--- config.mk ---
export PLATFORM = sky130hd
export DESIGN_NAME = lru_key_value_cache_top
export DESIGN_NICKNAME = d
export VERILOG_FILES = /design/src/hw/rtl/lkvc_pkg.sv /design/src/hw/rtl/lru_key_value_cache_top.sv /design/src/hw/rtl/lkvc_cell.sv
export SDC_FILE = /design/constraint.sdc
export NUM_CORES = 2
export LEC_CHECK = 0
export ABC_AREA = 1
export BUFFER_PORTS_ARGS = -buffer_cell sky130_fd_sc_hd__buf_2
export CAP_MARGIN = 0
export CORE_MARGIN = 4
export CORE_UTILIZATION = 45
export DETAILED_ROUTE_END_ITERATION = 6
export GPL_ROUTABILITY_DRIVEN = 0
export MAX_ROUTING_LAYER = met4
export PLACE_DENSITY = 0.58
export RECOVER_POWER = 100
export SLEW_MARGIN = 20
export SYNTH_ARGS = -nofsm -noshare
export SYNTH_HDL_FRONTEND = slang
export SYNTH_SLANG_ARGS = --single-unit
--- constraint.sdc ---
create_clock -name clk -period 5.7 [get_ports clk]
set_clock_uncertainty 0.05 [all_clocks]
set_input_delay 0 -clock clk [delete_from_list [all_inputs] [get_ports clk]]
set_output_delay 0 -clock clk [all_outputs]
set_load 0.02 [all_outputs]
--- src/hw/rtl/lkvc_pkg.sv ---
`timescale 1ns / 1ps

package lkvc_pkg;

	// Defaults for the top-level parameters.
	localparam int DEF_MAX_ENTRIES = 16;
	localparam int DEF_KEY_BITS    = 32;

	// Field widths fixed by the interface.
	localparam int VAL_W  = 32;
	localparam int KEY_W  = 32;
	localparam int CAP_W  = 5;
	localparam int DATA_W = 32;
	localparam int ADDR_W = 3;

	// Register map, as word indexes (byte address / 4).
	localparam logic [ADDR_W-3:0] REG_CAPACITY = '0;

	// Capacity register reset value.
	localparam logic [CAP_W-1:0] CAP_RESET = CAP_W'(16);

	// Result of a get that misses.
	localparam logic [VAL_W-1:0] MISS_VALUE = '1;

	// Action codes.
	localparam logic ACT_GET = 1'b0;
	localparam logic ACT_PUT = 1'b1;

	// Sequencer states.
	typedef enum logic [1:0] {
		ST_IDLE,
		ST_SCAN,
		ST_APPLY
	} lkvc_state_t;

	// Update command broadcast from the sequencer to every cell.
	typedef struct packed {
		logic update;   // apply the command this cycle
		logic hit;      // the key was found; the matching cell is the target
		logic fill;     // a free cell is available; cell number "used" is the target
		logic age_all;  // every valid cell ages by one
		logic is_put;   // target takes the new key and value
	} lkvc_ctl_t;

endpackage

--- src/hw/rtl/lru_key_value_cache_top.sv ---
// A get's result strobes on done for one cycle, registered after the APPLY state.
// The block takes a new word only when idle; the lookup ripples through the
// row of cells, one cell per cycle, and the update is then broadcast to every cell in APPLY.
// Reset (arst_n, asynchronous): the cache empties and the capacity register returns to 16.
// The result receiver cannot stall; a put produces no result word.
`timescale 1ns / 1ps

module lru_key_value_cache_top #(
	parameter int MAX_ENTRIES = lkvc_pkg::DEF_MAX_ENTRIES,
	parameter int KEY_BITS    = lkvc_pkg::DEF_KEY_BITS
) (
	input  logic                        clk,
	input  logic                        arst_n,
	input  logic                        start,
	output logic                        busy,
	input  logic                        action,
	input  logic [lkvc_pkg::KEY_W-1:0]  key,
	input  logic [lkvc_pkg::VAL_W-1:0]  value,
	output logic                        done,
	output logic                        hit,
	output logic [lkvc_pkg::VAL_W-1:0]  read_value,
	input  logic                        psel,
	input  logic                        penable,
	input  logic                        pwrite,
	input  logic [lkvc_pkg::ADDR_W-1:0] paddr,
	input  logic [lkvc_pkg::DATA_W-1:0] pwdata,
	output logic [lkvc_pkg::DATA_W-1:0] prdata,
	output logic                        pready
);
	import lkvc_pkg::*;

	localparam int RANK_W = (MAX_ENTRIES > 1) ? $clog2(MAX_ENTRIES) : 1;
	localparam int USED_W = $clog2(MAX_ENTRIES + 1);
	localparam int CNT_W  = RANK_W;
	localparam int KW     = (KEY_BITS < KEY_W) ? KEY_BITS : KEY_W;
	localparam int CMP_W  = ((USED_W > CAP_W) ? USED_W : CAP_W) + 1;

	lkvc_state_t       state_q, state_d;
	logic [CNT_W-1:0]  cnt_q;
	logic [USED_W-1:0] used_q;
	logic [CAP_W-1:0]  capacity_q;
	logic              action_q;
	logic [KW-1:0]     key_q;
	logic [VAL_W-1:0]  value_q;
	logic              done_q;
	logic              hit_q;
	logic [VAL_W-1:0]  read_value_q;

	logic              accept;
	logic              cfg_wr;
	logic              reg_sel;
	logic [CMP_W-1:0]  cap_ext;
	logic [CMP_W-1:0]  limit;
	logic              fill;
	logic [RANK_W-1:0] lru_rank;
	logic [RANK_W-1:0] old_rank;
	lkvc_ctl_t         ctl;

	logic              chain_hit  [0:MAX_ENTRIES];
	logic [VAL_W-1:0]  chain_val  [0:MAX_ENTRIES];
	logic [RANK_W-1:0] chain_rank [0:MAX_ENTRIES];

	assign accept = start && !busy;

	// Configuration port.
	assign pready  = 1'b1;
	assign reg_sel = (paddr[ADDR_W-1:2] == REG_CAPACITY);
	assign cfg_wr  = psel && penable && pwrite && pready && reg_sel;
	assign prdata  = reg_sel ? DATA_W'(capacity_q) : '0;

	always_ff @(posedge clk or negedge arst_n) begin
		if (!arst_n) begin
			capacity_q <= CAP_RESET;
		end else if (cfg_wr) begin
			capacity_q <= pwdata[CAP_W-1:0];
		end
	end

	// Effective capacity: zero counts as one, large values saturate.
	always_comb begin
		cap_ext = CMP_W'(capacity_q);
		if (cap_ext == '0) begin
			limit = CMP_W'(1);
		end else if (cap_ext > CMP_W'(MAX_ENTRIES)) begin
			limit = CMP_W'(MAX_ENTRIES);
		end else begin
			limit = cap_ext;
		end
		fill     = CMP_W'(used_q) < limit;
		lru_rank = RANK_W'(used_q - USED_W'(1));
	end

	// Request word capture.
	always_ff @(posedge clk) begin
		if (accept) begin
			action_q <= action;
			key_q    <= key[KW-1:0];
			value_q  <= value;
		end
	end

	// Sequencer state register.
	always_ff @(posedge clk or negedge arst_n) begin
		if (!arst_n) begin
			state_q <= ST_IDLE;
		end else begin
			state_q <= state_d;
		end
	end

	// Next state and the update command to the cells.
	always_comb begin
		state_d     = state_q;
		busy        = 1'b1;
		ctl.update  = 1'b0;
		ctl.hit     = chain_hit[MAX_ENTRIES];
		ctl.fill    = fill;
		ctl.age_all = !chain_hit[MAX_ENTRIES] && fill;
		ctl.is_put  = (action_q == ACT_PUT);
		old_rank    = chain_hit[MAX_ENTRIES] ? chain_rank[MAX_ENTRIES] : lru_rank;
		case (state_q)
			ST_IDLE: begin
				busy = 1'b0;
				if (start) begin
					state_d = ST_SCAN;
				end
			end
			ST_SCAN: begin
				if (cnt_q == CNT_W'(MAX_ENTRIES - 1)) begin
					state_d = ST_APPLY;
				end
			end
			ST_APPLY: begin
				ctl.update = chain_hit[MAX_ENTRIES] || (action_q == ACT_PUT);
				state_d    = ST_IDLE;
			end
			default: begin
				state_d = ST_IDLE;
			end
		endcase
	end

	// Scan counter, fill count and result word.
	always_ff @(posedge clk or negedge arst_n) begin
		if (!arst_n) begin
			cnt_q  <= '0;
			used_q <= '0;
			done_q <= 1'b0;
		end else begin
			done_q <= (state_q == ST_APPLY) && (action_q == ACT_GET);
			if (accept) begin
				cnt_q <= '0;
			end else if (state_q == ST_SCAN) begin
				cnt_q <= cnt_q + CNT_W'(1);
			end
			if (ctl.update && ctl.is_put && !ctl.hit && fill) begin
				used_q <= used_q + USED_W'(1);
			end
		end
	end

	always_ff @(posedge clk) begin
		if (state_q == ST_APPLY) begin
			hit_q        <= chain_hit[MAX_ENTRIES];
			read_value_q <= chain_hit[MAX_ENTRIES] ? chain_val[MAX_ENTRIES] : MISS_VALUE;
		end
	end

	assign done       = done_q;
	assign hit        = hit_q;
	assign read_value = read_value_q;

	// Row of cells; the lookup chain starts empty.
	assign chain_hit[0]  = 1'b0;
	assign chain_val[0]  = '0;
	assign chain_rank[0] = '0;

	for (genvar i = 0; i < MAX_ENTRIES; i++) begin : g_cell
		lkvc_cell #(
			.MAX_ENTRIES (MAX_ENTRIES),
			.KW          (KW),
			.IDX         (i)
		) u_cell (
			.clk            (clk),
			.arst_n         (arst_n),
			.ctl            (ctl),
			.key_in         (key_q),
			.value_in       (value_q),
			.used           (used_q),
			.lru_rank       (lru_rank),
			.old_rank       (old_rank),
			.chain_hit_in   (chain_hit[i]),
			.chain_val_in   (chain_val[i]),
			.chain_rank_in  (chain_rank[i]),
			.chain_hit_out  (chain_hit[i+1]),
			.chain_val_out  (chain_val[i+1]),
			.chain_rank_out (chain_rank[i+1])
		);
	end

endmodule

--- src/hw/rtl/lkvc_cell.sv ---
`timescale 1ns / 1ps

module lkvc_cell #(
	parameter int MAX_ENTRIES = lkvc_pkg::DEF_MAX_ENTRIES,
	parameter int KW          = lkvc_pkg::KEY_W,
	parameter int IDX         = 0,
	localparam int RANK_W     = (MAX_ENTRIES > 1) ? $clog2(MAX_ENTRIES) : 1,
	localparam int USED_W     = $clog2(MAX_ENTRIES + 1)
) (
	input  logic                      clk,
	input  logic                      arst_n,
	input  lkvc_pkg::lkvc_ctl_t       ctl,
	input  logic [KW-1:0]             key_in,
	input  logic [lkvc_pkg::VAL_W-1:0] value_in,
	input  logic [USED_W-1:0]         used,
	input  logic [RANK_W-1:0]         lru_rank,
	input  logic [RANK_W-1:0]         old_rank,
	input  logic                      chain_hit_in,
	input  logic [lkvc_pkg::VAL_W-1:0] chain_val_in,
	input  logic [RANK_W-1:0]         chain_rank_in,
	output logic                      chain_hit_out,
	output logic [lkvc_pkg::VAL_W-1:0] chain_val_out,
	output logic [RANK_W-1:0]         chain_rank_out
);
	import lkvc_pkg::*;

	logic              valid_q;
	logic [KW-1:0]     key_q;
	logic [VAL_W-1:0]  val_q;
	logic [RANK_W-1:0] rank_q;
	logic              chain_hit_q;
	logic [VAL_W-1:0]  chain_val_q;
	logic [RANK_W-1:0] chain_rank_q;
	logic              match;
	logic              is_lru;
	logic              target;

	// Local compare and role of this cell in the current command.
	always_comb begin
		match  = valid_q && (key_q == key_in);
		is_lru = valid_q && (rank_q == lru_rank);
		if (ctl.hit) begin
			target = match;
		end else if (ctl.fill) begin
			target = (used == USED_W'(IDX));
		end else begin
			target = is_lru;
		end
	end

	// Lookup chain: the hit, value and rank of the matching cell ripple toward the end.
	always_ff @(posedge clk or negedge arst_n) begin
		if (!arst_n) begin
			chain_hit_q <= 1'b0;
		end else begin
			chain_hit_q <= chain_hit_in | match;
		end
	end

	always_ff @(posedge clk) begin
		chain_val_q  <= chain_val_in | (match ? val_q : '0);
		chain_rank_q <= chain_rank_in | (match ? rank_q : '0);
	end

	assign chain_hit_out  = chain_hit_q;
	assign chain_val_out  = chain_val_q;
	assign chain_rank_out = chain_rank_q;

	// Valid bit and recency rank.
	always_ff @(posedge clk or negedge arst_n) begin
		if (!arst_n) begin
			valid_q <= 1'b0;
			rank_q  <= '0;
		end else if (ctl.update) begin
			if (target) begin
				valid_q <= 1'b1;
				rank_q  <= '0;
			end else if (valid_q && (ctl.age_all || (rank_q < old_rank))) begin
				rank_q <= rank_q + RANK_W'(1);
			end
		end
	end

	// Stored key and value, written only when this cell takes a put.
	always_ff @(posedge clk) begin
		if (ctl.update && target && ctl.is_put) begin
			key_q <= key_in;
			val_q <= value_in;
		end
	end

endmodule

## Yosys cells after proc, flatten, opt, wreduce, memory -nomap -nowiden

Index checks and enable logic that the tools add are counted.
Widths: inputs -> output; s select.

- Register bits: 1811
- Latch bits: 0
- Bits in writable memories: 0
- Memory bits (read-only): 0
- Bits of input ports: 106
- Logic and storage cells: 523
- Memories kept: 0

- Add/sub/neg operators: 19
- $mul: 0
- Div/mod/pow operators: 0
- $lt $le $gt $ge: 18
- Equal/unequal tests: 52
- Shift-type cells: 0
- Mux-type cells: 105
- Bitwise logic cells: 47
- Reductions and logical operators: 160

Operators with widths:

| operator | count |
|---|---|
| $eq 32x32->1 | 16 |
| $mux 32 | 15 |
| $or 32x32->32 | 15 |
| $mux 4 | 50 |
| $logic_and 1x1->1 | 89 |
| $add 4x1->4 const B | 17 |
| $reduce_and 2->1 | 33 |
| $eq 4x4->1 | 16 |
| $lt 4x4->1 | 16 |
| $or 4x4->4 | 15 |
| $eq 5x4->1 const B | 8 |
| $mux 1 | 34 |
| $reduce_bool 2->1 | 17 |
| $eq 5x3->1 const B | 4 |
| $logic_or 1x1->1 | 17 |
| $or 1x1->1 | 15 |
| $eq 5x2->1 const B | 2 |
| $logic_not 5->1 | 2 |
| $mux 5 | 2 |
| $lt 5x6->1 | 1 |
| $mux 6 | 1 |
| $add 5x1->5 const B | 1 |
| $eq 5x1->1 const B | 1 |
| $gt 5x5->1 const B | 1 |
| 10 further kinds | 13 |

## Longest topological paths before layout

- Depth after elaboration: 9
- Depth in mapped cells: 17
- Gate-level depth less buffers: 16

## Modules after synthesis

Synthesis repeated with hierarchy kept, for this count alone.

- Cell total of the unflattened synthesis: 6161
- Area total of the unflattened synthesis: 72628.4 um^2

Modules (own cells, without submodules):

| module | times used | cells an instance | area each (um^2) | seq. area each (um^2) |
|---|---|---|---|---|
| lkvc_cell (g_cell[4].u_cell ...) | 5 | 366 | 4265.3 | 2792.7 |
| lkvc_cell (g_cell[1].u_cell ...) | 3 | 365 | 4261.6 | 2792.7 |
| lkvc_cell (g_cell[15].u_cell ...) | 2 | 364 | 4257.8 | 2792.7 |
| lru_key_value_cache_top | 1 | 296 | 4425.5 | 3369.5 |
| lkvc_cell (g_cell[10].u_cell) | 1 | 371 | 4269.1 | 2792.7 |
| lkvc_cell (g_cell[11].u_cell) | 1 | 370 | 4265.3 | 2792.7 |
| lkvc_cell (g_cell[0].u_cell) | 1 | 369 | 4264.1 | 2792.7 |
| lkvc_cell (g_cell[12].u_cell) | 1 | 369 | 4261.6 | 2792.7 |
| lkvc_cell (g_cell[14].u_cell) | 1 | 365 | 4259.1 | 2792.7 |
| lkvc_cell (g_cell[13].u_cell) | 1 | 368 | 4256.6 | 2792.7 |

## Least setup slack after synthesis

No wires, ideal clock.

- Path type: reg2reg
- From: reg capacity_q[2]
- To: reg g_cell[10].u_cell.key_q[0], enable pin
- Setup time: 486 ps
- Arrival time: 4677 ps
- Data required time: 5164 ps
- Slack: 487 ps
- Stages on the path, launching flop included: 14
- Cell sequence: dfrtp_1 > nor2_1 > nand2_1 > nand2_1 > nand2_1 > ha_1 > a21oi_1 > nor2_1 > nor2_2 > clkbuf_1 > nand3_1 > nand3_1 > nand2_1 > nor2_1

- Longest elaborated chain between the ends: 8

RTL lines:

| element | RTL line | RTL |
|---|---|---|
| from (decl) | lru_key_value_cache_top.sv:41 | `logic [CAP_W-1:0] capacity_q;` |
| from (signal assigned) | lru_key_value_cache_top.sv:75 | `capacity_q <= pwdata[CAP_W-1:0];` |
| $gt 5x5->1 | lru_key_value_cache_top.sv:84 | `end else if (cap_ext > CMP_W'(MAX_ENTRIES)) begin` |
| $mux 5 | lru_key_value_cache_top.sv:84 |  |
| $mux 6 (*) | lru_key_value_cache_top.sv:82 | `if (cap_ext == '0) begin` |
| $lt 5x6->1 (*) | lru_key_value_cache_top.sv:89 | `fill = CMP_W'(used_q) < limit;` |
| $mux 1 (*) | lkvc_cell.sv:44 | `end else if (ctl.fill) begin` |
| $mux 1 (*) | lkvc_cell.sv:42 | `if (ctl.hit) begin` |
| $logic_and 1x1->1 (*) (2 in series) | lkvc_cell.sv:86 | `if (ctl.update && target && ctl.is_put) begin` |
| to (signal assigned) | lkvc_cell.sv:87 | `key_q <= key_in;` |
| to (decl) | lkvc_cell.sv:28 | `logic [KW-1:0] key_q;` |

Every way passes the cells marked *; elsewhere a longest branch is shown, timed or not.
A chain may end at the register's enable or synchronous reset.

## Worst setup path in the final report

- From: reg key_q[12]
- To: reg g_cell[14].u_cell.key_q[10], enable pin

- Longest elaborated chain between the ends: 5

RTL lines:

| element | RTL line | RTL |
|---|---|---|
| from (decl) | lru_key_value_cache_top.sv:43 | `logic [KW-1:0] key_q;` |
| from (signal assigned) | lru_key_value_cache_top.sv:97 | `key_q <= key[KW-1:0];` |
| $eq 32x32->1 | lkvc_cell.sv:40 | `match = valid_q && (key_q == key_in);` |
| $logic_and 1x1->1 | lkvc_cell.sv:40 |  |
| $mux 1 | lkvc_cell.sv:42 |  |
| $logic_and 1x1->1 (2 in series) | lkvc_cell.sv:86 |  |
| to (signal assigned) | lkvc_cell.sv:87 |  |
| to (decl) | lkvc_cell.sv:28 |  |

No other way between the ends.

==> results.toml <==
[sta]
tightest_slew_ns = 2.48
period_needed_ns = 4.78
tns_ns = 0
fin_crit_sh_pct = 83.9
finalHoldViolCount = 0
slew_viol_final = 605
setup_viol = 0
setup_ws_ns = 0.916
slew_headroom_pct = -65.3
fmax_ghz = 0.209
rsz0062_at_grt = "no"

[worst_setup_path]
crit_type = "flop to flop"
required_ns = 6.07
cp_top_family = "simple AND/OR/NAND/NOR gates"
cp_max_fo = 64
crit_path_cell_trace = "clkbuf_1 -> xnor2_1 -> nand2_1 -> nor2_1 -> nand2_1 -> nor2_1 -> nand2_2 -> nand2_2 -> nand2_2 -> nor2_4 -> buf_12"
critPathBufInv = 2
crit_arrival_ns = 5.15
start_kind = "flop"
crit_top_cell = "nand2_2"
crit_slowest_cell = "clkbuf_1"
cpPeakStageDelay_ns = 1.25
cp-end-kind = "flop"
regToRegStartpoint = "key_q[12]$_DFFE_PP_"
r2r_end = "g_cell[14].u_cell.key_q[10]$_DFFE_PP_"
ff2ff_path_depth = 11
ff2ff_setup_slack_ns = 0.92

[cts]
cts_tree = "done"
cts_num_sinks = 1811
post_cts_resized = 0
ctsHoldBuffers = 155
postCtsSetupBuffers = 0
root_buffer = "clkbuf_16"
clock_latency_ns = 0.83
cts.clk_slew.worst_paths_ns = 0.06
cts_inserted_buffers = 185
h-tree-depth = 4
clock_path_buffers = 3

[route]
drtIter0Drc = 3226
vias = 41100
wirelength_mm = 169
ant_nets = 0
post-route-drc-count = 8
firstDrtPassIters = 7
wl_per_cell_um = 20.6
viasPerCell = 5.01

[synth]
synth_cells = 5628
ys_ff_latch = 1811
synth_top_cell_by_area = "edfxtp_1"
syn_area_per_cell_um2 = 12.3
synth_area_um2 = 69400
ys_warn_count = 0
yosys-top-cells-area = "edfxtp_1 (49%), dfxtp_1 (17%), nand2_1 (5.6%)"
seq_area_frac_synth_pct = 69.3
yosys.area.top_type_share_pct = 48.6
ys_types = 42

[status]
violations = "design-rule violations, max-capacitance violations, max-slew violations"
outcome = "finished, violations left"

[floorplan]
die_width_um = 401
die_y_um = 401
core_um2 = 153000
start_util_pct = 45.4
die-area_um2 = 160000
std_cell_rows = 143
ios = 174

[cells_and_area]
final_nets = 6192
drive_above_1_share_pct = 15.7
design_area_um2 = 79400
syn_to_final_growth_pct = 14.5

[grt]
grt_use_total_pct = 21.4
grt-ovfl-total = 0
grt_pass1_vias = 39200
grt_pass1_wl_mm = 252
grt_antenna_before_repair = 2
grt_max_degree = 69

[min_path]
hold_depth = 4
whs_endpoint = "capacity_q[0]$_DFFE_PN0P_"
hp-class = "input pin to flop"
hold_start = "pwrite"

[placed_design]
port_buffers = 116
post-place-ws_ns = 1.75
dp_hpwl_mm = 98.3
placed_cell_area_um2 = 72300

[power]
p_leak_uw = 0.0327
power_density_nw_per_um2 = 360
vdd_ir_drop_max_mv = 0.286

[flow_run]
maxCapViolCount = 18
## area by class of cell
type | instances | area (µm²)
timing repair buffer | 380 | 2820
clock buffer | 279 | 5320
sequential | 1811 | 48100
multi-input combinational | 2869 | 17100
clock inverter | 66 | 689
fill | 13000 | 73200
antenna | 1 | 2.50
tap | 2030 | 2540
inverter | 764 | 2870
## cell families after synthesis
logic type      after synthesis  synth area share (%)
fa+ha+maj                    75                  1.35
xor+xnor                    246                  3.11
flops                      1811                  69.3
buf+inv                     974                  6.33
other cells                   2                0.0108
compound gates              731                  9.03
simple gates               1789                  10.9
## cells in the mapped netlist (all sizes together)
cell    instances
a21oi          45
a22o            1
a22oi           1
a31o          198
a31oi           1
buf           194
clkbuf         16
clkinv          5
conb            2
dfrtp         112
dfstp           1
dfxtp         576
edfxtp       1122
ha             75
inv           759
nand2        1048
nand3         284
nand3b          1
nand4          57
nor2          335
nor3           12
nor3b           2
o21ai         133
o21bai        342
o221ai          2
o22ai           8
or2            50
xnor2         166
xor2           80
## worst min-delay path, stage by stage
cell           delay, ns
buf_2               0.10
nand4_1             0.25
a21oi_1             0.11
dlygate4sd3_1       0.54
## power by group
group	switching [µW]	total, µW	internal, µW	leakage (µW)
clock	5060	11800	6750	0.00292
sequential	265	14500	14200	0.0162
combinational	1620	2300	677	0.0136
total	6950	28600	21600	0.0327
## sequential cells by signal, summed over array words and instances (netlist names)
register	count
used_q	5
g_cell.u_cell.chain_rank_out	64
value_q	32
g_cell.u_cell.chain_hit_out	16
hit	1
action_q	1
g_cell.u_cell.rank_q	64
capacity_q	5
cnt_q	4
g_cell.u_cell.key_q	512
state_q	2
read_value	32
g_cell.u_cell.chain_val_out	512
done	1
g_cell.u_cell.valid_q	16
g_cell.u_cell.val_q	512
key_q	32
## metal layers
layer	global-route usage (%)	vias to the layer above	share of wire, %	wire [µm]
li1	-	19500	-	-
met1	30.1	20100	46	77600
met2	32.1	1202	45	75800
met3	3.78	249	6.4	10900
met4	5.89	0	2.6	4400
met5	-	-	0	0
## worst max path at each step
stage	cells past startpoint	slack [ns]	start	to
after floorplan	13	0.49	capacity_q[2]$_DFFE_PN0P_	g_cell[10].u_cell.key_q[0]$_DFFE_PP_
after global placement	12	1.77	used_q[1]$_DFFE_PN0P_	g_cell[9].u_cell.val_q[1]$_DFFE_PP_
after detailed placement	10	1.75	key_q[0]$_DFFE_PP_	g_cell[13].u_cell.key_q[4]$_DFFE_PP_
after CTS	13	1.72	key_q[26]$_DFFE_PP_	g_cell[8].u_cell.key_q[5]$_DFFE_PP_
after global routing	12	0.69	key_q[31]$_DFFE_PP_	g_cell[10].u_cell.key_q[1]$_DFFE_PP_
final	11	0.92	key_q[12]$_DFFE_PP_	g_cell[14].u_cell.key_q[10]$_DFFE_PP_
## placed cells by master (no fill, tap or decap), types with 28 or more instances in the layout
master / count
buf_4: 38
buf_2: 64
dlygate4sd3_1: 154
inv_1: 737
dfrtp_1: 112
nand2_1: 1037
nand3_1: 271
xor2_1: 80
nand4_1: 57
or2_2: 50
a21oi_1: 44
o21bai_2: 257
conb_1: 28
nor2_1: 315
clkbuf_8: 29
xnor2_1: 166
dfxtp_1: 576
a31o_2: 198
ha_1: 75
edfxtp_1: 1122
clkbuf_1: 156
clkbuf_16: 187
o21bai_1: 85
o21ai_0: 111
## per-stage QoR
step | total power, µW | std cells | hold slack (ns) | utilization, %
after floorplan | 16100 | 5654 | -0.346 | -
after global placement | 16900 | 7699 | 0.0177 | 47.4
after detailed placement | 17000 | 7699 | 0.0221 | 47.4
after CTS | 28900 | 8199 | 0.117 | 52.3
after global routing | 29700 | 8199 | 0.195 | 52.0
final | 28600 | 8200 | 0.182 | 52.0
No activity file was read; power rests on OpenSTA's default activity.
